--- src/rtl/ftbe_pkg.sv ---
// Shared types and constants for the frame timestamp base extender.
// No dependencies; used by every module of the block.
package ftbe_pkg;

	// input op codes
	localparam logic OP_FRAME = 1'b0;
	localparam logic OP_CLEAR = 1'b1;

	// arithmetic constants
	localparam int unsigned MsPerSec   = 1000;
	localparam int unsigned UsecPerSec = 1000000;
	localparam logic [41:0] REFRESH_FLOOR_MS = 42'd50;
	localparam logic [31:0] FREQ_RESET = 32'd1000000;
	localparam logic [63:0] SIGN_BIAS  = 64'h8000_0000_0000_0000;
	localparam logic [63:0] WRAP_32    = 64'h0000_0001_0000_0000;

	// divider geometry: 84-bit dividend covers a 64-bit value times 1e6
	localparam int unsigned DIV_W   = 84;
	localparam int unsigned CNT_W   = 7;
	localparam int unsigned SHORT_W = 42;
	localparam int unsigned MUL_KW  = 20;
	localparam int unsigned PROD_W  = 52;

	typedef enum logic [3:0] {
		ST_IDLE,
		ST_MUL_D,
		ST_DIV_D,
		ST_MUL_P,
		ST_DIV_P,
		ST_DECIDE,
		ST_MUL_LO,
		ST_MUL_HI,
		ST_DIV_T,
		ST_FINISH
	} state_t;

	// multiplier operand select
	typedef enum logic [1:0] {
		MS_DIFF,
		MS_PREV,
		MS_LO,
		MS_HI
	} mul_sel_t;

	// controller to datapath
	typedef struct packed {
		logic     capture;
		logic     clear;
		mul_sel_t mul_sel;
		logic     div_start;
		logic     take_tick;
		logic     take_prev;
		logic     decide;
		logic     save_lo;
		logic     load_out;
	} cmd_t;

	// datapath to controller
	typedef struct packed {
		logic div_busy;
		logic div_done;
		logic out_free;
	} sts_t;

endpackage

--- src/rtl/ftbe_div.sv ---
// Radix-2 restoring divider, one quotient bit per cycle.
// Depends on ftbe_pkg for widths.
module ftbe_div (
	input  logic                          clk,
	input  logic                          arst_n,
	input  logic                          start,
	input  logic [ftbe_pkg::DIV_W-1:0]    dividend,
	input  logic [ftbe_pkg::CNT_W-1:0]    steps,
	input  logic [31:0]                   divisor,
	output logic                          busy,
	output logic                          done,
	output logic [ftbe_pkg::DIV_W-1:0]    quotient
);

	logic                       busy_q;
	logic                       done_q;
	logic [ftbe_pkg::CNT_W-1:0] cnt_q;
	logic [31:0]                rem_q;
	logic [31:0]                dvs_q;
	logic [ftbe_pkg::DIV_W-1:0] dq_q;
	logic [32:0]                shifted;
	logic [32:0]                diff;
	logic                       ge;

	// trial subtract
	always_comb begin
		shifted = {rem_q, dq_q[ftbe_pkg::DIV_W-1]};
		diff    = shifted - {1'b0, dvs_q};
		ge      = shifted >= {1'b0, dvs_q};
	end

	// control of the iteration
	always_ff @(posedge clk or negedge arst_n) begin
		if (!arst_n) begin
			busy_q <= 1'b0;
			done_q <= 1'b0;
			cnt_q  <= '0;
		end else begin
			done_q <= 1'b0;
			if (start) begin
				busy_q <= 1'b1;
				cnt_q  <= steps;
			end else if (busy_q) begin
				cnt_q <= cnt_q - ftbe_pkg::CNT_W'(1);
				if (cnt_q == ftbe_pkg::CNT_W'(1)) begin
					busy_q <= 1'b0;
					done_q <= 1'b1;
				end
			end
		end
	end

	// remainder and quotient shift register
	always_ff @(posedge clk) begin
		if (start) begin
			rem_q <= '0;
			dvs_q <= divisor;
			dq_q  <= dividend;
		end else if (busy_q) begin
			rem_q <= ge ? diff[31:0] : shifted[31:0];
			dq_q  <= {dq_q[ftbe_pkg::DIV_W-2:0], ge};
		end
	end

	assign busy     = busy_q;
	assign done     = done_q;
	assign quotient = dq_q;

endmodule

--- src/rtl/ftbe_dp.sv ---
// Datapath: state registers, shared multiplier, divider and output register.
// Depends on ftbe_pkg and ftbe_div.
module ftbe_dp (
	input  logic                 clk,
	input  logic                 arst_n,
	input  ftbe_pkg::cmd_t       cmd,
	output ftbe_pkg::sts_t       sts,
	input  logic                 cfg_valid,
	input  logic [31:0]          cfg_data,
	input  logic [31:0]          source_ticks,
	input  logic [63:0]          host_time_ms,
	input  logic [63:0]          device_time,
	output logic                 out_valid,
	input  logic                 out_stall,
	output logic [63:0]          timestamp_usec,
	output logic                 base_refreshed
);

	logic [31:0] freq_q;
	logic [31:0] freq_eff;
	logic [31:0] src_q;
	logic [63:0] host_q;
	logic [63:0] dev_q;
	logic [31:0] prev_ticks_q;
	logic [63:0] prev_host_q;
	logic [63:0] base_q;
	logic [ftbe_pkg::SHORT_W-1:0] tick_mag_q;
	logic [ftbe_pkg::SHORT_W-1:0] prev_ms_q;
	logic [ftbe_pkg::PROD_W-1:0]  plo_q;
	logic        refresh_q;
	logic        out_valid_q;
	logic [63:0] ts_q;
	logic        refreshed_q;

	logic        decrease;
	logic [31:0] mag32;
	logic [31:0] mul_a;
	logic [ftbe_pkg::MUL_KW-1:0] mul_k;
	logic [ftbe_pkg::PROD_W-1:0] prod;
	logic [ftbe_pkg::DIV_W-1:0]  div_in;
	logic [ftbe_pkg::CNT_W-1:0]  div_steps;
	logic [ftbe_pkg::DIV_W-1:0]  quot;
	logic        div_busy;
	logic        div_done;
	logic [63:0] tick_ms_u;
	logic [63:0] host_ms_u;
	logic [63:0] rhs_u;
	logic        abnormal;
	logic        refresh;
	logic [63:0] new_base;
	logic        out_free;

	// frequency register, zero treated as one
	always_ff @(posedge clk or negedge arst_n) begin
		if (!arst_n) begin
			freq_q <= ftbe_pkg::FREQ_RESET;
		end else if (cfg_valid) begin
			freq_q <= cfg_data;
		end
	end
	assign freq_eff = (freq_q == 32'd0) ? 32'd1 : freq_q;

	// tick difference magnitude
	always_comb begin
		decrease = src_q < prev_ticks_q;
		mag32    = decrease ? (prev_ticks_q - src_q) : (src_q - prev_ticks_q);
	end

	// shared constant multiplier and divider operand
	always_comb begin
		case (cmd.mul_sel)
			ftbe_pkg::MS_DIFF: begin
				mul_a = mag32;
				mul_k = ftbe_pkg::MUL_KW'(ftbe_pkg::MsPerSec);
			end
			ftbe_pkg::MS_PREV: begin
				mul_a = prev_ticks_q;
				mul_k = ftbe_pkg::MUL_KW'(ftbe_pkg::MsPerSec);
			end
			ftbe_pkg::MS_LO: begin
				mul_a = src_q;
				mul_k = ftbe_pkg::MUL_KW'(ftbe_pkg::UsecPerSec);
			end
			default: begin
				mul_a = base_q[63:32];
				mul_k = ftbe_pkg::MUL_KW'(ftbe_pkg::UsecPerSec);
			end
		endcase
		prod = ftbe_pkg::PROD_W'(mul_a) * ftbe_pkg::PROD_W'(mul_k);
		if (cmd.mul_sel == ftbe_pkg::MS_HI) begin
			div_in    = {prod, 32'd0} + ftbe_pkg::DIV_W'(plo_q);
			div_steps = ftbe_pkg::CNT_W'(ftbe_pkg::DIV_W);
		end else begin
			div_in    = {prod[ftbe_pkg::SHORT_W-1:0], {(ftbe_pkg::DIV_W - ftbe_pkg::SHORT_W){1'b0}}};
			div_steps = ftbe_pkg::CNT_W'(ftbe_pkg::SHORT_W);
		end
	end

	ftbe_div u_div (
		.clk      (clk),
		.arst_n   (arst_n),
		.start    (cmd.div_start),
		.dividend (div_in),
		.steps    (div_steps),
		.divisor  (freq_eff),
		.busy     (div_busy),
		.done     (div_done),
		.quotient (quot)
	);

	// refresh decision and new base
	always_comb begin
		tick_ms_u = decrease ? (64'd0 - 64'(tick_mag_q)) : 64'(tick_mag_q);
		host_ms_u = host_q - prev_host_q;
		rhs_u     = tick_ms_u + 64'(prev_ms_q >> 1);
		abnormal  = (host_ms_u ^ ftbe_pkg::SIGN_BIAS) >= (rhs_u ^ ftbe_pkg::SIGN_BIAS);
		refresh   = (base_q == 64'd0)
			|| ((decrease || abnormal) && (src_q != 32'd0 || prev_ticks_q != 32'd0))
			|| (prev_ms_q <= ftbe_pkg::REFRESH_FLOOR_MS);
		new_base  = dev_q;
		if (dev_q[31:0] <= src_q && dev_q > ftbe_pkg::WRAP_32) begin
			new_base = dev_q - ftbe_pkg::WRAP_32;
		end
	end

	// request capture and intermediate results
	always_ff @(posedge clk) begin
		if (cmd.capture) begin
			src_q  <= source_ticks;
			host_q <= host_time_ms;
			dev_q  <= device_time;
		end
		if (cmd.take_tick) begin
			tick_mag_q <= quot[ftbe_pkg::SHORT_W-1:0];
		end
		if (cmd.take_prev) begin
			prev_ms_q <= quot[ftbe_pkg::SHORT_W-1:0];
		end
		if (cmd.decide) begin
			refresh_q <= refresh;
		end
		if (cmd.save_lo) begin
			plo_q <= prod;
		end
	end

	// extender state
	always_ff @(posedge clk or negedge arst_n) begin
		if (!arst_n) begin
			prev_ticks_q <= '0;
			prev_host_q  <= '0;
			base_q       <= '0;
		end else if (cmd.clear) begin
			prev_ticks_q <= '0;
			prev_host_q  <= '0;
			base_q       <= '0;
		end else if (cmd.decide) begin
			prev_ticks_q <= src_q;
			prev_host_q  <= host_q;
			if (refresh) begin
				base_q <= new_base;
			end
		end
	end

	// output register
	assign out_free = !out_valid_q || !out_stall;
	always_ff @(posedge clk or negedge arst_n) begin
		if (!arst_n) begin
			out_valid_q <= 1'b0;
		end else if (cmd.load_out) begin
			out_valid_q <= 1'b1;
		end else if (!out_stall) begin
			out_valid_q <= 1'b0;
		end
	end
	always_ff @(posedge clk) begin
		if (cmd.load_out) begin
			ts_q        <= (|quot[ftbe_pkg::DIV_W-1:64]) ? '1 : quot[63:0];
			refreshed_q <= refresh_q;
		end
	end

	assign sts.div_busy   = div_busy;
	assign sts.div_done   = div_done;
	assign sts.out_free   = out_free;
	assign out_valid      = out_valid_q;
	assign timestamp_usec = ts_q;
	assign base_refreshed = refreshed_q;

endmodule

--- src/rtl/ftbe_ctrl.sv ---
// Controller: sequences multiply and divide passes for each frame request.
// Depends on ftbe_pkg.
module ftbe_ctrl (
	input  logic                 clk,
	input  logic                 arst_n,
	input  logic                 in_valid,
	input  logic                 op,
	output logic                 in_stall,
	input  ftbe_pkg::sts_t       sts,
	output ftbe_pkg::cmd_t       cmd
);

	ftbe_pkg::state_t state_q;
	ftbe_pkg::state_t state_n;

	// state register
	always_ff @(posedge clk or negedge arst_n) begin
		if (!arst_n) begin
			state_q <= ftbe_pkg::ST_IDLE;
		end else begin
			state_q <= state_n;
		end
	end

	// next state
	always_comb begin
		state_n = state_q;
		unique case (state_q)
			ftbe_pkg::ST_IDLE: begin
				if (in_valid && op == ftbe_pkg::OP_FRAME) state_n = ftbe_pkg::ST_MUL_D;
			end
			ftbe_pkg::ST_MUL_D:  state_n = ftbe_pkg::ST_DIV_D;
			ftbe_pkg::ST_DIV_D: begin
				if (sts.div_done) state_n = ftbe_pkg::ST_MUL_P;
			end
			ftbe_pkg::ST_MUL_P:  state_n = ftbe_pkg::ST_DIV_P;
			ftbe_pkg::ST_DIV_P: begin
				if (sts.div_done) state_n = ftbe_pkg::ST_DECIDE;
			end
			ftbe_pkg::ST_DECIDE: state_n = ftbe_pkg::ST_MUL_LO;
			ftbe_pkg::ST_MUL_LO: state_n = ftbe_pkg::ST_MUL_HI;
			ftbe_pkg::ST_MUL_HI: state_n = ftbe_pkg::ST_DIV_T;
			ftbe_pkg::ST_DIV_T: begin
				if (sts.div_done) state_n = ftbe_pkg::ST_FINISH;
			end
			ftbe_pkg::ST_FINISH: begin
				if (sts.out_free) state_n = ftbe_pkg::ST_IDLE;
			end
			default: state_n = ftbe_pkg::ST_IDLE;
		endcase
	end

	// command outputs
	always_comb begin
		cmd         = '0;
		cmd.mul_sel = ftbe_pkg::MS_DIFF;
		in_stall    = 1'b1;
		unique case (state_q)
			ftbe_pkg::ST_IDLE: begin
				in_stall    = 1'b0;
				cmd.capture = in_valid && op == ftbe_pkg::OP_FRAME;
				cmd.clear   = in_valid && op == ftbe_pkg::OP_CLEAR;
			end
			ftbe_pkg::ST_MUL_D: begin
				cmd.mul_sel   = ftbe_pkg::MS_DIFF;
				cmd.div_start = 1'b1;
			end
			ftbe_pkg::ST_DIV_D:  cmd.take_tick = sts.div_done;
			ftbe_pkg::ST_MUL_P: begin
				cmd.mul_sel   = ftbe_pkg::MS_PREV;
				cmd.div_start = 1'b1;
			end
			ftbe_pkg::ST_DIV_P:  cmd.take_prev = sts.div_done;
			ftbe_pkg::ST_DECIDE: cmd.decide = 1'b1;
			ftbe_pkg::ST_MUL_LO: begin
				cmd.mul_sel = ftbe_pkg::MS_LO;
				cmd.save_lo = 1'b1;
			end
			ftbe_pkg::ST_MUL_HI: begin
				cmd.mul_sel   = ftbe_pkg::MS_HI;
				cmd.div_start = 1'b1;
			end
			ftbe_pkg::ST_DIV_T:  cmd.mul_sel = ftbe_pkg::MS_HI;
			ftbe_pkg::ST_FINISH: cmd.load_out = sts.out_free;
			default: cmd = '0;
		endcase
	end

endmodule

--- src/rtl/frame_timestamp_base_extender_core.sv ---
// Top level of the frame timestamp base extender.
// Depends on ftbe_pkg, ftbe_ctrl, ftbe_dp (which holds ftbe_div).
//
// Usage:
//   Input channel (in_valid / in_stall): one request carries op, source_ticks,
//   host_time_ms and device_time. op frame converts a 32-bit tick stamp into
//   a 64-bit microsecond timestamp; op clear zeroes the stored state in the
//   accept cycle and gives no result.
//   Output channel (out_valid / out_stall): one result per frame request,
//   timestamp_usec and base_refreshed, held in an output register.
//   Config channel (cfg_valid / cfg_ready / cfg_data): writes clock_freq_hz;
//   cfg_ready is always high. Write only while the block is idle.
// Timing:
//   A frame request runs from accept to result through two short divider
//   passes (start, 42 steps, done), the decision step, two multiply steps,
//   a long pass (84 steps, done) and the output load. A new frame is
//   accepted only once the last result is loaded; clear requests keep the
//   block idle and may follow back to back.
//   in_stall is high from a frame accept until its result enters the
//   output register.
// Reset: asynchronous, clears state to zero and clock_freq_hz to 1000000.
// A stalled receiver holds the result; the block then waits before loading
// the next result, while the next request may already be in work.
module frame_timestamp_base_extender_core (
	input  logic        clk,
	input  logic        arst_n,
	input  logic        in_valid,
	output logic        in_stall,
	input  logic        op,
	input  logic [31:0] source_ticks,
	input  logic [63:0] host_time_ms,
	input  logic [63:0] device_time,
	output logic        out_valid,
	input  logic        out_stall,
	output logic [63:0] timestamp_usec,
	output logic        base_refreshed,
	input  logic        cfg_valid,
	output logic        cfg_ready,
	input  logic [31:0] cfg_data
);

	ftbe_pkg::cmd_t cmd;
	ftbe_pkg::sts_t sts;

	assign cfg_ready = 1'b1;

	ftbe_ctrl u_ctrl (
		.clk      (clk),
		.arst_n   (arst_n),
		.in_valid (in_valid),
		.op       (op),
		.in_stall (in_stall),
		.sts      (sts),
		.cmd      (cmd)
	);

	ftbe_dp u_dp (
		.clk            (clk),
		.arst_n         (arst_n),
		.cmd            (cmd),
		.sts            (sts),
		.cfg_valid      (cfg_valid && cfg_ready),
		.cfg_data       (cfg_data),
		.source_ticks   (source_ticks),
		.host_time_ms   (host_time_ms),
		.device_time    (device_time),
		.out_valid      (out_valid),
		.out_stall      (out_stall),
		.timestamp_usec (timestamp_usec),
		.base_refreshed (base_refreshed)
	);

	// divider is never restarted while iterating
	a_div_start_idle: assert property (@(posedge clk) disable iff (!arst_n)
		cmd.div_start |-> !sts.div_busy)
		else $error("divider started while busy");

	// a held result is never overwritten
	a_no_overwrite: assert property (@(posedge clk) disable iff (!arst_n)
		cmd.load_out |-> (!out_valid || !out_stall))
		else $error("result overwritten while stalled");

	// a frame request makes the block busy in the next cycle
	a_frame_busy: assert property (@(posedge clk) disable iff (!arst_n)
		(in_valid && !in_stall && op == ftbe_pkg::OP_FRAME) |=> in_stall)
		else $error("frame accepted but block not busy");

	// at most one datapath update step per cycle
	a_one_step: assert property (@(posedge clk) disable iff (!arst_n)
		$onehot0({cmd.take_tick, cmd.take_prev, cmd.decide, cmd.save_lo, cmd.load_out}))
		else $error("overlapping datapath updates");

endmodule
--- config.mk ---
export PLATFORM = sky130hd
export DESIGN_NAME = frame_timestamp_base_extender_core
export DESIGN_NICKNAME = d
export VERILOG_FILES = /design/src/rtl/ftbe_pkg.sv /design/src/rtl/ftbe_div.sv /design/src/rtl/ftbe_dp.sv /design/src/rtl/ftbe_ctrl.sv /design/src/rtl/frame_timestamp_base_extender_core.sv
export SDC_FILE = /design/constraint.sdc
export NUM_CORES = 2
export LEC_CHECK = 0
export BUFFER_PORTS_ARGS = -buffer_cell sky130_fd_sc_hd__buf_4
export CAP_MARGIN = 20
export CORE_ASPECT_RATIO = 0.6
export CORE_MARGIN = 1
export CORE_UTILIZATION = 35
export DETAILED_ROUTE_END_ITERATION = 6
export PLACE_DENSITY = 0.46
export SKIP_CTS_REPAIR_TIMING = 1
export SLEW_MARGIN = 10
export SYNTH_ARGS = -nofsm -noshare
export SYNTH_HDL_FRONTEND = slang
export SYNTH_HIERARCHICAL = 1
export SYNTH_SLANG_ARGS = --single-unit
--- constraint.sdc ---
create_clock -name clk -period 29.6 [get_ports clk]
set_input_delay 1.48 -clock clk [delete_from_list [all_inputs] [get_ports clk]]
set_output_delay 1.48 -clock clk [all_outputs]
set_load 0.02 [all_outputs]
Word-level counts from Yosys, hierarchy flattened
Index checks and enable logic that the tools add are counted.

Output and inout bits: 68. Logic and storage cells: 127. Input bits: 198. Flip-flop bits (word level): 716.

Bitwise operators: 3. Add/sub/neg operators: 9. $mul: 1. Magnitude comparators: 6. Muxes and demuxes: 42. Reductions and logical operators: 26. Equality and inequality tests: 19.

Operator list (count): two-way mux 64 bit (7); two-way mux 84 bit (3); two-way mux 32 bit (4); case mux 32 bit (3 select lines) (1); subtractor 32 bit (3); adder 84 x 52 -> 84 bit (1); adder 64 x 41 -> 64 bit (1); greater-or-equal comparator 64 bit (1); greater-than comparator 64 x 33 -> 1 bit, second input constant (1); zero test 64 bit (1); nonzero test 32 bit (2); subtractor 64 x 33 -> 64 bit, second input constant (1); subtractor 64 bit (1); multiplier 32 x 20 -> 52 bit (1); subtractor 1 x 42 -> 43 bit, first input constant (1); <= comparator 42 x 6 -> 1 bit, second input constant (1); case mux 4 bit (10 select lines) (1); greater-or-equal comparator 33 x 32 -> 1 bit (1); <= comparator 32 bit (1); zero test 32 bit (1); less-than comparator 32 bit (1); two-way mux 7 bit (3); two-way mux 20 bit (1); two-way mux 4 bit (5); 24 further kinds (62).

Logic depth before layout (Yosys ltp)
Word-level depth: 12. Gate-level depth with buffers: 50. Gate-level depth less buffers: 48.

Modules after synthesis
The synthesis kept the hierarchy.

By module, submodules not included: ftbe_dp (cells each 4995, times used 1, area each 49033.3 um2); ftbe_div (cells each 744, times used 1, area each 8456.9 um2); ftbe_ctrl (cells each 42, times used 1, area each 375.4 um2); frame_timestamp_base_extender_core (cells each 2, times used 1, area each 11.3 um2).

Worst setup path before layout
OpenSTA, ideal clock, no wires.

Path kind: input to register. Start point: input op. End point: register u_dp.dev_q[0] (enable). Slack: 16.389 ns. Cell stages on the path: 1. Required time: 28.725 ns. Arrival: 12.336 ns. Cell sequence: nor3_1.

Longest elaborated chain between the ends: 3.

Ends and longest elaborated chain: from (decl) (line frame_timestamp_base_extender_core.sv:29) `input logic op,`; inverter 1 bit (line ftbe_ctrl.sv:61) `cmd.capture = in_valid && op == ftbe_pkg::OP_FRAME;`; logical AND 1 bit (line ftbe_ctrl.sv:61); two-way mux 2 bit (line ftbe_ctrl.sv:58) `unique case (state_q)`; to (signal assigned) (line ftbe_dp.sv:131) `dev_q <= device_time;`; to (decl) (line ftbe_dp.sv:23) `logic [63:0] dev_q;`.

No other way between the ends. A chain may end at the register's enable or synchronous reset.

Worst setup path in the final report
Start point: register u_dp.src_q[0]. End point: register u_dp.u_div.dq_q (netlist bit u_dp/u_div/quotient[82]) (data pin).

Longest elaborated chain between the ends: 7. Elaborated cells between the ends (all ways): 9. Those cells by class: add/sub: 3; mul: 1; order compare: 1; mux: 4.

Ends and longest elaborated chain: from (decl) (line ftbe_dp.sv:21) `logic [31:0] src_q;`; from (signal assigned) (line ftbe_dp.sv:129) `src_q <= source_ticks;`; subtractor 32 bit / less-than comparator 32 bit (equally long branches) (line ftbe_dp.sv:66, ftbe_dp.sv:65); two-way mux 32 bit (line ftbe_dp.sv:66) `mag32 = decrease ? (prev_ticks_q - src_q) : (src_q - prev_ticks_q);`; case mux 32 bit (3 select lines) (*) (line ftbe_dp.sv:71) `case (cmd.mul_sel)`; multiplier 32 x 20 -> 52 bit (*) (line ftbe_dp.sv:89) `prod = ftbe_pkg::PROD_W'(mul_a) * ftbe_pkg::PROD_W'(mul_k);`; named net u_dp.prod (one bit) (line ftbe_dp.sv:39) `logic [ftbe_pkg::PROD_W-1:0] prod;`; adder 84 x 52 -> 84 bit (*) (line ftbe_dp.sv:91) `div_in = {prod, 32'd0} + ftbe_pkg::DIV_W'(plo_q);`; two-way mux 84 bit (*) (line ftbe_dp.sv:90) `if (cmd.mul_sel == ftbe_pkg::MS_HI) begin`; named net u_dp.div_in (one bit) (line ftbe_dp.sv:40) `logic [ftbe_pkg::DIV_W-1:0] div_in;`; two-way mux 84 bit (*) (line ftbe_div.sv:55) `if (start) begin`; to (signal assigned) (line ftbe_div.sv:58) `dq_q <= dividend;`; to (signal assigned) (line ftbe_div.sv:61) `dq_q <= {dq_q[ftbe_pkg::DIV_W-2:0], ge};`; to (decl) (line ftbe_div.sv:20) `logic [ftbe_pkg::DIV_W-1:0] dq_q;`.

The timed path passes the listed nets; every way through them passes the cells marked *.

==> results_dict.tcl <==
set metrics [dict create \
    post-route-min-period_ps 13250 \
    postRouteAntennaNets 0 \
    grt_pass1_wl_um 279000 \
    cts_root_buf "clkbuf_16" \
    clock_sinks 713 \
    num_rows 115 \
    path_class "reg2reg" \
    htree_levels 3 \
    hpwlAfterDp_um 146000 \
    outcome "complete, but fails checks" \
    period_share 0.448 \
    die_h_um 317 \
    drcViolationCount 4 \
    maxCapViolations 0 \
    routedWlPerCell_um 22.5 \
    worstMarginPinSlew_ps 1260 \
    path_clk_slew_ps 70 \
    drive_above_1_share 0.116 \
    grtUsageTotal 0.219 \
    clockBufferDepth 3 \
    first_iter_violations 3669 \
    cp-end-kind "flop" \
    finalHoldViolCount 0 \
    dieArea_mm2 0.167 \
    ioPinCount 266 \
    dr.pass1.iters 7 \
    fmax_mhz 75.5 \
    vias 43875 \
    syn_avg_cell_area_um2 10.0 \
    overflow 0 \
    cts_tree "done" \
    num-fill-cells 16285 \
    nets 6963 \
    failed_checks "design-rule violations" \
    avgViaCountPerCell 5.39 \
    clk_latency_ps 680 \
    io_buffers 264 \
    start_util 0.353 \
    synthCells 5782 \
    crit_path_max_incr_delay_ps 630 \
    setup_viol 0 \
    cp-start-kind "flop" \
    finClkSkew_ps 35.7 \
    core_area_mm2 0.164 \
    cts_made_buffers 78 \
    min_path_type "reg2reg" \
    routed_wl_um 183000 \
    arrival_ps 13680 \
    routabilityCongestion 0.951 \
    synth_area_mm2 0.0579 \
    slew_viol_final 0 \
    multi_input_area_mm2 0.0346 \
    regArea_mm2 0.0201 \
    grt_antenna_before_repair 8 \
    cp_slowest_cell "xor2_1" \
    final.setup.tns_ps 0 \
    die_width_um 527 \
    slew_headroom 0.161 \
    area_delta_synth_final_pct 11.6 \
    cp_data_required_time_ps 30030 \
    grt_pass1_vias 42980 \
    rsz0062_at_grt "false" \
    ys_warn_count 6 \
    critPathMaxFanout 38 \
    grt_max_degree 76 \
]
[flip-flops by register name (all words and copies together) (netlist names)]
signal / count
u_ctrl/state_q: 4
u_dp/base_q: 64
u_dp/base_refreshed: 1
u_dp/dev_q: 64
u_dp/freq_q: 32
u_dp/host_q: 64
u_dp/out_valid: 1
u_dp/plo_q: 49
u_dp/prev_host_q: 64
u_dp/prev_ms_q: 42
u_dp/prev_ticks_q: 32
u_dp/refresh_q: 1
u_dp/src_q: 32
u_dp/tick_mag_q: 42
u_dp/timestamp_usec: 64
u_dp/u_div/busy: 1
u_dp/u_div/cnt_q: 7
u_dp/u_div/done: 1
u_dp/u_div/dvs_q: 32
u_dp/u_div/quotient: 84
u_dp/u_div/rem_q: 32
[final timing paths]
kind	startpoint	end	slack, ps	cells past startpoint
setup / recovery	u_dp/src_q[0]	u_dp/u_div/quotient[82]	16350	39
hold / removal	u_dp/refresh_q	u_dp/base_refreshed	420	0
setup reg to reg	u_dp/src_q[0]	u_dp/u_div/quotient[82]	16350	39
hold reg to reg	u_dp/refresh_q	u_dp/base_refreshed	420	0
max in group asynchronous	arst_n	u_dp/prev_ticks_q[27]	27530	2
min in group asynchronous	arst_n	u_dp/prev_host_q[26]	770	1
[per-layer routing]
layer / share of wire / vias up / track usage / wire length (µm)
met5: 0.000065 / - / 0 / 12
li1: - / 20894 / - / -
met2: 0.37 / 1143 / 0.283 / 67700
met1: 0.55 / 21704 / 0.365 / 100000
met3: 0.072 / 132 / 0.0468 / 13300
met4: 0.013 / 2 / 0.0331 / 2350
[through the flow]
stage	hold slack, ps	cell area [µm²]	utilization	cells	worst slack [ps]
after detailed placement	424	62000	0.378	7994	16600
after global placement	424	61900	0.378	7993	16770
after floorplan	400	57900	-	5785	16390
final	423	64600	0.394	8142	16350
after global routing	437	64600	0.394	8141	15440
after CTS	418	64600	0.394	8140	16520
[cell usage in the layout (no fill, tap or decap), types with 19 or more instances in the layout]
master	count
clkbuf_16	79
clkbuf_1	19
a211oi_1	55
ha_1	606
nand2_1	334
mux2_2	124
xnor2_1	188
dfxtp_1	32
a31oi_1	27
nand3_1	100
nand4_1	82
and3_1	74
nor3_1	71
o31ai_1	36
nor2b_1	29
mux2i_1	167
o21ai_0	244
nand2b_1	40
a21oi_1	302
inv_1	580
fa_1	248
buf_4	315
edfxtp_1	475
or3_1	92
xor2_1	129
o21a_1	43
o21bai_1	42
nor2_1	446
a21o_1	203
nor4_1	74
and2_1	37
a311oi_1	27
dfrtp_1	199
o211ai_1	25
[area by class of cell]
cell class	instances	share of cell area
multi-input cells	4216	0.536
flip-flops and latches	713	0.311
well taps	2164	0.0419
repair buffers	318	0.0370
inverters	584	0.0339
clock buffers	103	0.0328
clock inverters	43	0.00808
diodes	1	0.0000387
[critical path, delay by kind of cell, from the launching register on]
kind / cells / cell delay [ps]
DFF: 1 / 490
AOI/OAI and AO/OA: 12 / 3580
adders and majority gates: 10 / 4340
xor gates and xnor gates: 1 / 630
buffers and inverters: 8 / 1120
muxes: 3 / 1190
and+or+nand+nor: 5 / 1610
Power is left out: the tool's default activity adds up to more than one toggle a clock period on the data nets, which glitch-free logic cannot reach.
